File: config.mk
export PLATFORM = sky130hd
export DESIGN_NAME = bounded_deque_unit_flat
export DESIGN_NICKNAME = d
export VERILOG_FILES = /design/src/hw/rtl/bdq_pkg.sv /design/src/hw/rtl/bdq_if.sv /design/src/hw/rtl/bdq_cell.sv /design/src/hw/rtl/bdq_row.sv /design/src/hw/rtl/bounded_deque_unit.sv /design/src/flat_wrapper.sv
export SDC_FILE = /design/constraint.sdc
export NUM_CORES = 2
export LEC_CHECK = 0
export ABC_CLOCK_PERIOD_IN_PS = 11100
export BUFFER_PORTS_ARGS = -buffer_cell sky130_fd_sc_hd__buf_2
export CAP_MARGIN = 20
export CORE_ASPECT_RATIO = 1.75
export CORE_UTILIZATION = 25
export CTS_CLUSTER_SIZE = 16
export DETAILED_ROUTE_END_ITERATION = 10
export SLEW_MARGIN = 15
export SYNTH_ARGS = -nofsm -noshare
export SYNTH_HDL_FRONTEND = slang
export SYNTH_SLANG_ARGS = --single-unit
File: constraint.sdc
create_clock -name clk -period 11.1 [get_ports clk]
set_clock_uncertainty 0.2 [all_clocks]
set_input_delay 0 -clock clk [delete_from_list [all_inputs] [get_ports clk]]
set_output_delay 0 -clock clk [all_outputs]
set_load 0.05 [all_outputs]
File: src/hw/rtl/bdq_pkg.sv
// Shared types and constants of the bounded deque.
package bdq_pkg;

	localparam int unsigned DATA_W       = 32;
	localparam int unsigned REQ_W        = 3;
	localparam int unsigned CNT_OUT_W    = 5;
	localparam int unsigned CAPACITY_DEF = 16;

	localparam logic [DATA_W-1:0] INT_MIN = {1'b1, {(DATA_W-1){1'b0}}};

	localparam logic [REQ_W-1:0] REQ_PEEK       = 3'd0;
	localparam logic [REQ_W-1:0] REQ_PUSH_REAR  = 3'd1;
	localparam logic [REQ_W-1:0] REQ_PUSH_FRONT = 3'd2;
	localparam logic [REQ_W-1:0] REQ_POP_REAR   = 3'd3;
	localparam logic [REQ_W-1:0] REQ_POP_FRONT  = 3'd4;
	localparam logic [REQ_W-1:0] REQ_CLEAR      = 3'd5;

	// Operation on one end-anchored row of cells.
	typedef struct packed {
		logic push_head;   // shift toward the far end, insert at cell 0
		logic pop_head;    // shift toward cell 0
		logic write_tail;  // write the cell just past the last held one
	} row_op_t;

	// Control of one cell.
	typedef struct packed {
		logic take_left;
		logic take_right;
		logic load;
	} cell_ctrl_t;

endpackage

File: src/hw/rtl/bdq_if.sv
// Request and response channel interfaces of the bounded deque.
interface bdq_req_if;
	import bdq_pkg::*;
	logic                     valid;
	logic                     ready;
	logic [REQ_W-1:0]         req_type;
	logic signed [DATA_W-1:0] push_value;

	modport source (output valid, output req_type, output push_value, input ready);
	modport sink (input valid, input req_type, input push_value, output ready);
endinterface

interface bdq_rsp_if;
	import bdq_pkg::*;
	logic                     valid;
	logic                     ready;
	logic signed [DATA_W-1:0] front_value;
	logic signed [DATA_W-1:0] rear_value;
	logic [CNT_OUT_W-1:0]     entry_count;
	logic                     is_empty;
	logic                     push_dropped;

	modport source (output valid, output front_value, output rear_value,
		output entry_count, output is_empty, output push_dropped, input ready);
	modport sink (input valid, input front_value, input rear_value,
		input entry_count, input is_empty, input push_dropped, output ready);
endinterface

File: src/hw/rtl/bdq_cell.sv
// One storage cell of a deque row.
module bdq_cell
	import bdq_pkg::*;
(
	input  logic              clk,
	input  cell_ctrl_t        ctrl,
	input  logic [DATA_W-1:0] left_data,
	input  logic [DATA_W-1:0] right_data,
	input  logic [DATA_W-1:0] load_data,
	output logic [DATA_W-1:0] data
);

	logic [DATA_W-1:0] data_q;

	always_ff @(posedge clk) begin
		if (ctrl.load) begin
			data_q <= load_data;
		end else if (ctrl.take_left) begin
			data_q <= left_data;
		end else if (ctrl.take_right) begin
			data_q <= right_data;
		end
	end

	assign data = data_q;

endmodule

File: src/hw/rtl/bdq_row.sv
// Row of cells anchored at one end of the deque: cell 0 holds that end.
module bdq_row
	import bdq_pkg::*;
#(
	parameter int unsigned DEPTH = CAPACITY_DEF,
	parameter int unsigned CNT_W = $clog2(DEPTH + 1)
) (
	input  logic              clk,
	input  row_op_t           op,
	input  logic [CNT_W-1:0]  count,
	input  logic [DATA_W-1:0] value,
	output logic [DATA_W-1:0] head
);

	logic [DATA_W-1:0] cell_data [DEPTH];

	for (genvar i = 0; i < DEPTH; i++) begin : g_cell
		cell_ctrl_t        ctrl;
		logic [DATA_W-1:0] left_in;
		logic [DATA_W-1:0] right_in;

		assign ctrl.take_left  = op.push_head;
		assign ctrl.take_right = op.pop_head;
		assign ctrl.load       = op.write_tail && (count == CNT_W'(i));

		if (i == 0) begin : g_first
			assign left_in = value;
		end else begin : g_mid
			assign left_in = cell_data[i-1];
		end

		if (i == DEPTH - 1) begin : g_last
			assign right_in = cell_data[i];
		end else begin : g_inner
			assign right_in = cell_data[i+1];
		end

		bdq_cell u_cell (
			.clk        (clk),
			.ctrl       (ctrl),
			.left_data  (left_in),
			.right_data (right_in),
			.load_data  (value),
			.data       (cell_data[i])
		);
	end

	assign head = cell_data[0];

endmodule

File: src/hw/rtl/bounded_deque_unit.sv
// Top level of the bounded deque: request decode, count and response register.
//
// Bounded double-ended queue of signed 32-bit values holding up to CAPACITY
// entries. Each request transaction on req peeks, pushes at the rear or front,
// pops from the rear or front, or clears (codes 6 and 7 act as a peek); each
// yields exactly one response transaction on rsp with the front and rear
// values after the request (the most negative value when empty), the entry
// count (low 5 bits), an empty flag and a flag set when a push was refused
// because the store was full. A pop on an empty deque changes nothing. The
// store is two rows of CAPACITY cells: one row keeps the front entry in its
// first cell, the other keeps the rear entry in its first cell, each in
// opposite order. A push at an end shifts that end's row by one cell and
// writes the far row at the slot given by the count; a pop shifts one row
// back and drops the far row's tail by the count alone. So both ends are
// always read from a fixed cell. The response appears in the cycle after its
// request is accepted and sits in the response register until taken; a new
// request is accepted in the same cycle as the response is taken, giving one
// request per cycle when rsp is always ready. No clearing pass follows reset.
module bounded_deque_unit
	import bdq_pkg::*;
#(
	parameter int unsigned CAPACITY = CAPACITY_DEF
) (
	input  logic          clk,
	input  logic          arst_n,
	bdq_req_if.sink       req,
	bdq_rsp_if.source     rsp
);

	localparam int unsigned CNT_W = $clog2(CAPACITY + 1);

	logic [CNT_W-1:0]  count_q;
	logic [CNT_W-1:0]  count_nxt;
	logic              out_valid_q;
	logic              dropped_q;
	logic              dropped_nxt;
	logic              accept;
	logic              full;
	logic              empty;
	row_op_t           front_op;
	row_op_t           rear_op;
	logic [DATA_W-1:0] front_head;
	logic [DATA_W-1:0] rear_head;
	logic [CNT_W+CNT_OUT_W-1:0] count_ext;

	assign full   = (count_q == CNT_W'(CAPACITY));
	assign empty  = (count_q == '0);
	// Take a new request whenever the response slot is free or being drained.
	assign req.ready = !out_valid_q || rsp.ready;
	assign accept    = req.valid && req.ready;

	// Decode the request into row operations and the next count.
	always_comb begin
		front_op    = '0;
		rear_op     = '0;
		count_nxt   = count_q;
		dropped_nxt = 1'b0;
		if (accept) begin
			case (req.req_type)
				REQ_PUSH_REAR: begin
					if (full) begin
						dropped_nxt = 1'b1;
					end else begin
						front_op.write_tail = 1'b1;
						rear_op.push_head   = 1'b1;
						count_nxt           = count_q + 1'b1;
					end
				end
				REQ_PUSH_FRONT: begin
					if (full) begin
						dropped_nxt = 1'b1;
					end else begin
						front_op.push_head = 1'b1;
						rear_op.write_tail = 1'b1;
						count_nxt          = count_q + 1'b1;
					end
				end
				REQ_POP_REAR: begin
					// Front row loses its tail through the count alone.
					if (!empty) begin
						rear_op.pop_head = 1'b1;
						count_nxt        = count_q - 1'b1;
					end
				end
				REQ_POP_FRONT: begin
					if (!empty) begin
						front_op.pop_head = 1'b1;
						count_nxt         = count_q - 1'b1;
					end
				end
				REQ_CLEAR: begin
					count_nxt = '0;
				end
				default: begin
					// Peek and unused codes: hold everything.
				end
			endcase
		end
	end

	always_ff @(posedge clk or negedge arst_n) begin
		if (!arst_n) begin
			count_q     <= '0;
			out_valid_q <= 1'b0;
			dropped_q   <= 1'b0;
		end else begin
			count_q <= count_nxt;
			if (accept) begin
				out_valid_q <= 1'b1;
				dropped_q   <= dropped_nxt;
			end else if (rsp.ready) begin
				out_valid_q <= 1'b0;
			end
		end
	end

	bdq_row #(
		.DEPTH (CAPACITY),
		.CNT_W (CNT_W)
	) u_front_row (
		.clk   (clk),
		.op    (front_op),
		.count (count_q),
		.value (req.push_value),
		.head  (front_head)
	);

	bdq_row #(
		.DEPTH (CAPACITY),
		.CNT_W (CNT_W)
	) u_rear_row (
		.clk   (clk),
		.op    (rear_op),
		.count (count_q),
		.value (req.push_value),
		.head  (rear_head)
	);

	// Cells and count are frozen while a response waits, so read them live.
	assign count_ext        = {{CNT_OUT_W{1'b0}}, count_q};
	assign rsp.valid        = out_valid_q;
	assign rsp.front_value  = empty ? INT_MIN : front_head;
	assign rsp.rear_value   = empty ? INT_MIN : rear_head;
	assign rsp.entry_count  = count_ext[CNT_OUT_W-1:0];
	assign rsp.is_empty     = empty;
	assign rsp.push_dropped = dropped_q;

	a_count_bound: assert property (@(posedge clk) disable iff (!arst_n)
		count_q <= CNT_W'(CAPACITY))
		else $error("entry count above capacity");

	a_drop_when_full: assert property (@(posedge clk) disable iff (!arst_n)
		accept && full && (req.req_type == REQ_PUSH_REAR || req.req_type == REQ_PUSH_FRONT)
		|=> rsp.push_dropped && $stable(count_q))
		else $error("push on full store not refused");

	a_pop_front_count: assert property (@(posedge clk) disable iff (!arst_n)
		accept && !empty && req.req_type == REQ_POP_FRONT
		|=> count_q == $past(count_q) - 1'b1)
		else $error("pop front did not decrement count");

	a_stall_holds_state: assert property (@(posedge clk) disable iff (!arst_n)
		out_valid_q && !rsp.ready |=> $stable(count_q) && rsp.valid)
		else $error("state moved while response stalled");

endmodule

File: src/flat_wrapper.sv
// flat-port wrapper written by rule: the top's interface ports become plain ports
module bounded_deque_unit_flat import bdq_pkg::*;
#(
	parameter int unsigned CAPACITY = CAPACITY_DEF
)
  (clk, arst_n, req_valid, req_req_type, req_push_value, req_ready, rsp_valid, rsp_front_value, rsp_rear_value, rsp_entry_count, rsp_is_empty, rsp_push_dropped, rsp_ready);
  bdq_req_if req_i ();
  bdq_rsp_if rsp_i ();
  input  logic clk;
  input  logic arst_n;
  input wire logic [$bits(req_i.valid)-1:0] req_valid;
  input wire logic [$bits(req_i.req_type)-1:0] req_req_type;
  input wire logic [$bits(req_i.push_value)-1:0] req_push_value;
  output wire logic [$bits(req_i.ready)-1:0] req_ready;
  output wire logic [$bits(rsp_i.valid)-1:0] rsp_valid;
  output wire logic [$bits(rsp_i.front_value)-1:0] rsp_front_value;
  output wire logic [$bits(rsp_i.rear_value)-1:0] rsp_rear_value;
  output wire logic [$bits(rsp_i.entry_count)-1:0] rsp_entry_count;
  output wire logic [$bits(rsp_i.is_empty)-1:0] rsp_is_empty;
  output wire logic [$bits(rsp_i.push_dropped)-1:0] rsp_push_dropped;
  input wire logic [$bits(rsp_i.ready)-1:0] rsp_ready;
  assign req_i.valid = req_valid;
  assign req_i.req_type = req_req_type;
  assign req_i.push_value = req_push_value;
  assign req_ready = req_i.ready;
  assign rsp_valid = rsp_i.valid;
  assign rsp_front_value = rsp_i.front_value;
  assign rsp_rear_value = rsp_i.rear_value;
  assign rsp_entry_count = rsp_i.entry_count;
  assign rsp_is_empty = rsp_i.is_empty;
  assign rsp_push_dropped = rsp_i.push_dropped;
  assign rsp_i.ready = rsp_ready;
  bounded_deque_unit #(.CAPACITY(CAPACITY)) u_core (.clk(clk), .arst_n(arst_n), .req(req_i), .rsp(rsp_i));
endmodule
# [After elaboration in Yosys (flattened, before gate mapping)]
# Cells that the tools add are included.
[op_classes] add_sub_neg=2 n_mux=111 n_eq_ne=23 reduce_logical=73
[op_table] op="$mux 32" count=96
[op_table] op="$reduce_bool 3->1" count=31
[op_table] op="$eq 5x4->1 const B" count=8
[op_table] op="$logic_and 1x1->1" count=33
[op_table] op="$eq 5x3->1 const B" count=4
[op_table] op="$pmux 5 s3" count=1
[op_table] op="$eq 5x2->1 const B" count=2
[op_table] op="$mux 1" count=10
[op_table] op="$mux 5" count=2
[op_table] op="$eq 3x2->1 const B" count=2
[op_table] op="$eq 3x3->1 const B" count=2
[op_table] op="$mux 3" count=2
[op_table] op="$reduce_bool 2->1" count=3
[op_table] op="$add 5x1->5 const B" count=1
[op_table] op="$eq 5x1->1 const B" count=1
[op_table] op="$eq 5x5->1 const B" count=1
[op_table] op="$logic_not 5->1" count=1
[op_table] op="$sub 5x1->5 const B" count=1
[op_table] op="$ne 2x2->1 const B" count=2
[op_table] op="$reduce_and 4->1" count=1
[op_table] op="$reduce_or 2->1" count=2
[op_table] op="$eq 3x1->1 const B" count=1
[op_table] op="$logic_not 1->1" count=1
[op_table] op="$logic_or 1x1->1" count=1
[word_totals] regBits=1031 word_cells=244 output_inout_bits=73

# [Depth between registers and ports, before layout]
[logic_depth] ltp_word=7 ltp_mapped=11 depth_no_buf=7

# [Cells and area by module]
# Synthesis repeated with hierarchy kept, for this count alone.
[hier_totals] hier_cells=4669 hier_area_um2=54877.6
[by_module_without_submodules] mod="bdq_cell" area_each_um2=1672.9 cells_each=140 n_inst=32
[by_module_without_submodules] mod="bounded_deque_unit" area_each_um2=1083.5 cells_each=143 n_inst=1
[by_module_without_submodules] mod="bdq_row" area_each_um2=131.4 cells_each=23 n_inst=2

# [Worst setup path before layout]
# OpenSTA, ideal clock, no wires.
[synth_timing] path_kind="register to register" startpoint="register u_core.count_q[2], in the netlist u_core.rsp.entry_count[2]" endpoint="register u_core.u_front_row.g_cell[15].u_cell.data_q[0] (enable)" setup_time_ps=466 t_arrival_ps=3848 path_slack_ps=6586 synth_period_minus_slack_ps=4514 stages_incl_launch_ff=7 path_cell_list="dfrtp_1 -> buf_2 -> clkbuf_1 -> and3_1 -> ha_1 -> nand2_1 -> o21ai_0"
[synth_between] elab_chain_len=6 word_cells_on_any_way=8 classes_between="eq/ne: 2; mux: 4; reduce/logical: 2"
[synth_lines] element="start: declaration" line_no="bounded_deque_unit.sv:32" text="logic [CNT_W-1:0] count_q;"
[synth_lines] element="start signal: assignment" line_no="bounded_deque_unit.sv:107" text="count_q <= count_nxt;"
[synth_lines] element="$eq 5x5->1" line_no="bounded_deque_unit.sv:46" text="assign full = (count_q == CNT_W'(CAPACITY));"
[synth_lines] element="$mux 1" line_no="bounded_deque_unit.sv:61, bounded_deque_unit.sv:70"
[synth_lines] element="$mux 1" line_no="bounded_deque_unit.sv:59" text="case (req.req_type)"
[synth_lines] element="$mux 3" line_no="bounded_deque_unit.sv:58" text="if (accept) begin"
[synth_lines] element="$logic_and 1x1->1" line_no="bdq_row.sv:24" text="assign ctrl.load = op.write_tail && (count == CNT_W'(i));"
[synth_lines] element="$reduce_bool 2->1 (no line) *"
[synth_lines] element="end signal: assignment" line_no="bdq_cell.sv:17" text="data_q <= load_data;"
[synth_lines] element="end signal: assignment" line_no="bdq_cell.sv:19" text="data_q <= left_data;"
[synth_lines] element="end signal: assignment" line_no="bdq_cell.sv:21" text="data_q <= right_data;"
[synth_lines] element="end: declaration" line_no="bdq_cell.sv:13" text="logic [DATA_W-1:0] data_q;"
# Mark *: on every way between the ends. The rest lies on a longest branch, timed or not.
# A chain may end at the register's enable or synchronous reset.

# [Worst setup path in the final report]
[layout_timing] startpoint="input req_req_type[0]" endpoint="register u_core.u_rear_row.g_cell[14].u_cell.data_q[9], data pin"
[layout_between] elab_chain_len=5 word_cells_on_any_way=8 classes_between="eq/ne: 2; mux: 5; reduce/logical: 1"
[layout_lines] element="start: declaration" line_no="flat_wrapper.sv:12" text="input wire logic [$bits(req_i.req_type)-1:0] req_req_type;"
[layout_lines] element="$eq 3x1->1 or $eq 3x2->1 (tied branches)" line_no="bounded_deque_unit.sv:59"
[layout_lines] element="$mux 1" line_no="bounded_deque_unit.sv:59"
[layout_lines] element="$mux 3 *" line_no="bounded_deque_unit.sv:58"
[layout_lines] element="$mux 32 or $logic_and 1x1->1 (tied branches)" line_no="bdq_cell.sv:18, bdq_row.sv:24"
[layout_lines] element="$mux 32 *" line_no="bdq_cell.sv:16" text="if (ctrl.load) begin"
[layout_lines] element="end signal: assignment" line_no="bdq_cell.sv:17"
[layout_lines] element="end signal: assignment" line_no="bdq_cell.sv:19"
[layout_lines] element="end signal: assignment" line_no="bdq_cell.sv:21"
[layout_lines] element="end: declaration" line_no="bdq_cell.sv:13"
# Marked as above.

==> results.cfg <==
[logic_synthesis]
synthCells = 4875
biggest_area_consumer_among_synthesized_cells = sky130_fd_sc_hd__edfxtp_1
number_of_different_library_cells_in_the_post_synthesis_netlist = 54
synth.net_count = 4920
synth.top_cells.by_area = sky130_fd_sc_hd__edfxtp_1, sky130_fd_sc_hd__mux2i_1, sky130_fd_sc_hd__nand2_1
netlist_top_cells_count = sky130_fd_sc_hd__nand2_1, sky130_fd_sc_hd__edfxtp_1, sky130_fd_sc_hd__mux2i_1, sky130_fd_sc_hd__nor2_1, sky130_fd_sc_hd__a31oi_1
async_flop_share_pct = 0.6790
synth.most_common_cell = sky130_fd_sc_hd__nand2_1
synth-edff-count = 1024
synth.ff_latch_count = 1031
post_synthesis_sequential_area_ratio_pct = 58.61
synthesis.area_mm2 = 0.05276
ys_flop_type = sky130_fd_sc_hd__edfxtp_1
synth.top_cell.area_share_pct = 58.28
yosysWarningCount = 0
post_synth.cell_area_avg_um2 = 10.82

[floorplan]
placementRows = 222
num_io_pins = 112
chipWidth_um = 349.3
floorplan.initialDensity_pct = 25.19
chipHeight_um = 609.7
die_area_mm2 = 0.2130
core_mm2 = 0.2094

[timing]
relSlewSlack_pct = 25.60
tightest_slew_ps = 1116
timing.final.crit_period_ps = 4938
final-setup-viol-count = 0
maxClockFrequency_ghz = 0.2025
unrepaired_setup_endpoints_after_global_routing = false
finalMaxSlewViolations = 0
final.setup.worst_slack_ps = 6162
final.period_utilization_pct = 44.48
hold_viol_final = 0
setup_total_neg_slack_ps = 0

[cts]
path_clk_slew_ps = 60
insertion_delay_ps = 680
cts_tree = done
cts_setup_buffers = 0
postCtsResizedCells = 0
clk_root_buffer_cell = sky130_fd_sc_hd__clkbuf_16
cts_buffers = 90
htree_levels = 3
cts_buffer_depth = 3
clock_sink_count = 1031

[final_layout]
num-fill-cells = 21620
post_layout_nonfiller_instances = 7620
final_nets = 4787
layout.core_utilization_pct = 28.03
register_area_mm2 = 0.03092
layout-drive-gt1-share_pct = 10.37
multiInputGateArea_mm2 = 0.01969
areaGrowthSynthToFinish_pct = 11.26
postLayoutCellArea_mm2 = 0.05870

[place]
gp_congestion = 0.8114
io_buffer_count = 111
placed_cells_incl_taps = 7404
placement.cell_area_mm2 = 0.05530
dp_hpwl_um = 89960
dp_worst_setup_slack_ps = 6158

[power_and_ir_drop]
max-vdd-ir-drop_mv = 0.1294
power_density_mw_per_mm2 = 149.2
leakagePower_nw = 18.49

[global_routing]
globalRouteOverflowTotal = 0
met1_usage_pct = 16.83
globalRouteMet2Util_pct = 21.57
grt_pass1_vias = 33320
grt_busiest_layer = met2
grt_util_all_layers_pct = 12.83
pin_count_of_the_biggest_net_entering_global_routing = 192
global_route.usage.met3_pct = 1.811
grt_first_pass_wirelength_um = 213900
grt_antenna_before_repair = 16

[detailed_routing]
routed_wire_length_per_instance_um = 18.38
via_count = 35620
route.detailed.drc = 0
drtAntennaViolNets = 0
via_per_inst = 4.674
first_pass_detailed_route_iteration_total = 6
drt_first_iter_violations = 3393
drt_wl_total_um = 140100

[worst_setup_path]
r2r_end = u_core.u_rear_row.g_cell[14].u_cell.data[9]$_DFFE_PP_
worstReg2RegStart = u_core.rsp.entry_count[1]$_DFFE_PN0P_
endpoint = u_core.u_rear_row.g_cell[14].u_cell.data[9]$_DFFE_PP_
crit_type = in -> reg
crit_required_ps = 11290
worstSetupStartpointType = input port
worstSetupStartpoint = req_req_type[0]
critical_path.max_fanout = 125
cp-end-kind = flip-flop
regToRegSetupSlack_ps = 6240
r2r_cells = 10
cp_data_arrival_time_ps = 5130

[flow_run]
max_cap_viol_count = 0

[status]
run_status = finished clean

[hold_path]
min-delay-path-class = in -> reg
-- registers in the layout, indices dropped and copies added (netlist names) --
| register | count |
|---|---|
| u_core.rsp.valid | 1 |
| u_core.rsp.push_dropped | 1 |
| u_core.u_rear_row.g_cell.u_cell.data | 512 |
| u_core.rsp.entry_count | 5 |
| u_core.u_front_row.g_cell.u_cell.data | 512 |
-- critical path, stage by stage --
cell and delay [ps]:
sky130_fd_sc_hd__dlygate4sd3_1 520, sky130_fd_sc_hd__buf_2 230, sky130_fd_sc_hd__nor2b_1 700, sky130_fd_sc_hd__nand3_4 410, sky130_fd_sc_hd__nor2_4 230, sky130_fd_sc_hd__buf_12 580, sky130_fd_sc_hd__buf_4 800, sky130_fd_sc_hd__buf_4 960
sky130_fd_sc_hd__mux2i_1 270, sky130_fd_sc_hd__o21ai_0 100
-- kinds of logic after synthesis --
logic type | share of synthesized area [%]
AND/OR/NAND/NOR | 13.34
AO/OA/AOI/OAI | 9.846
adder cells (fa/ha/maj) | 0.1423
multiplexers | 13.41
XOR/XNOR | 0.03321
flip-flops | 58.61
buffers and inverters | 4.619
-- final cells by class --
| type | count | area share (%) |
|---|---|---|
| multi-input combinational | 3385 | 33.55 |
| tap | 2800 | 5.968 |
| clock inverter | 53 | 0.8718 |
| inverter | 5 | 0.03410 |
| sequential | 1031 | 52.68 |
| clock buffer | 111 | 4.043 |
| timing repair buffer | 229 | 2.826 |
| antenna | 6 | 0.02558 |
-- worst min path at each step --
stage,start,to,slack [ps],cells after the start
finish,rsp_ready,u_core.rsp.push_dropped$_DFFE_PN0P_,70,4
global route,rsp_ready,u_core.rsp.push_dropped$_DFFE_PN0P_,100,4
CTS,rsp_ready,u_core.rsp.push_dropped$_DFFE_PN0P_,6,4
detailed placement,arst_n,u_core.rsp.valid$_DFFE_PN0P_,-340,1
global placement,arst_n,u_core.rsp.push_dropped$_DFFE_PN0P_,-350,1
floorplan,arst_n,u_core.rsp.entry_count[0]$_DFFE_PN0P_,-500,0
-- stage by stage --
| stage | power (mW) | hold slack [ps] |
|---|---|---|
| 2_1_floorplan | 5.290 | -495.6 |
| 3_3_place_gp | 5.592 | -347.1 |
| 3_5_place_dp | 5.621 | -344.6 |
| 4_1_cts | 8.864 | 6.064 |
| 5_1_grt | 9.057 | 96.34 |
| 6_report | 8.760 | 73.89 |
-- cell usage in the layout (no fill, tap or decap), types with 7 or more instances in the layout --
master	count
sky130_fd_sc_hd__dfrtp_1	7
sky130_fd_sc_hd__bufinv_16	8
sky130_fd_sc_hd__edfxtp_1	1024
sky130_fd_sc_hd__buf_4	67
sky130_fd_sc_hd__and2_1	63
sky130_fd_sc_hd__o21ai_4	13
sky130_fd_sc_hd__clkinv_1	12
sky130_fd_sc_hd__dlygate4sd3_1	42
sky130_fd_sc_hd__clkbuf_1	19
sky130_fd_sc_hd__clkinv_2	23
sky130_fd_sc_hd__mux2_2	70
sky130_fd_sc_hd__a31oi_1	352
sky130_fd_sc_hd__buf_12	9
sky130_fd_sc_hd__o21ai_1	221
sky130_fd_sc_hd__o21ai_0	330
sky130_fd_sc_hd__nand2_1	1277
sky130_fd_sc_hd__clkbuf_16	92
sky130_fd_sc_hd__buf_2	111
sky130_fd_sc_hd__mux2i_1	545
sky130_fd_sc_hd__mux2_1	11
sky130_fd_sc_hd__nor2_4	14
sky130_fd_sc_hd__nor2b_1	9
sky130_fd_sc_hd__mux2_4	47
sky130_fd_sc_hd__nand2b_1	8
sky130_fd_sc_hd__nor2_1	357
-- power breakdown --
group	leakage, nW	internal, mW	switching [mW]
clock	1.43	1.72	1.50
combinational	7.65	0.267	0.704
sequential	9.41	4.46	0.111
-- metal layers --
metal  part of all wire (%)  up-vias
li1                       -    17120
met1                     43    17190
met2                     48     1148
met3                    5.8      138
met4                    2.7       18
met5                  0.079        -
-- what timing repair did --
action | in CTS | in global routing
endpoints found under the hold margin | 911 | 0
endpoints found under the setup margin | 0 | 0
hold buffers | 42 | 0
Power figures use the tool's default switching activity.
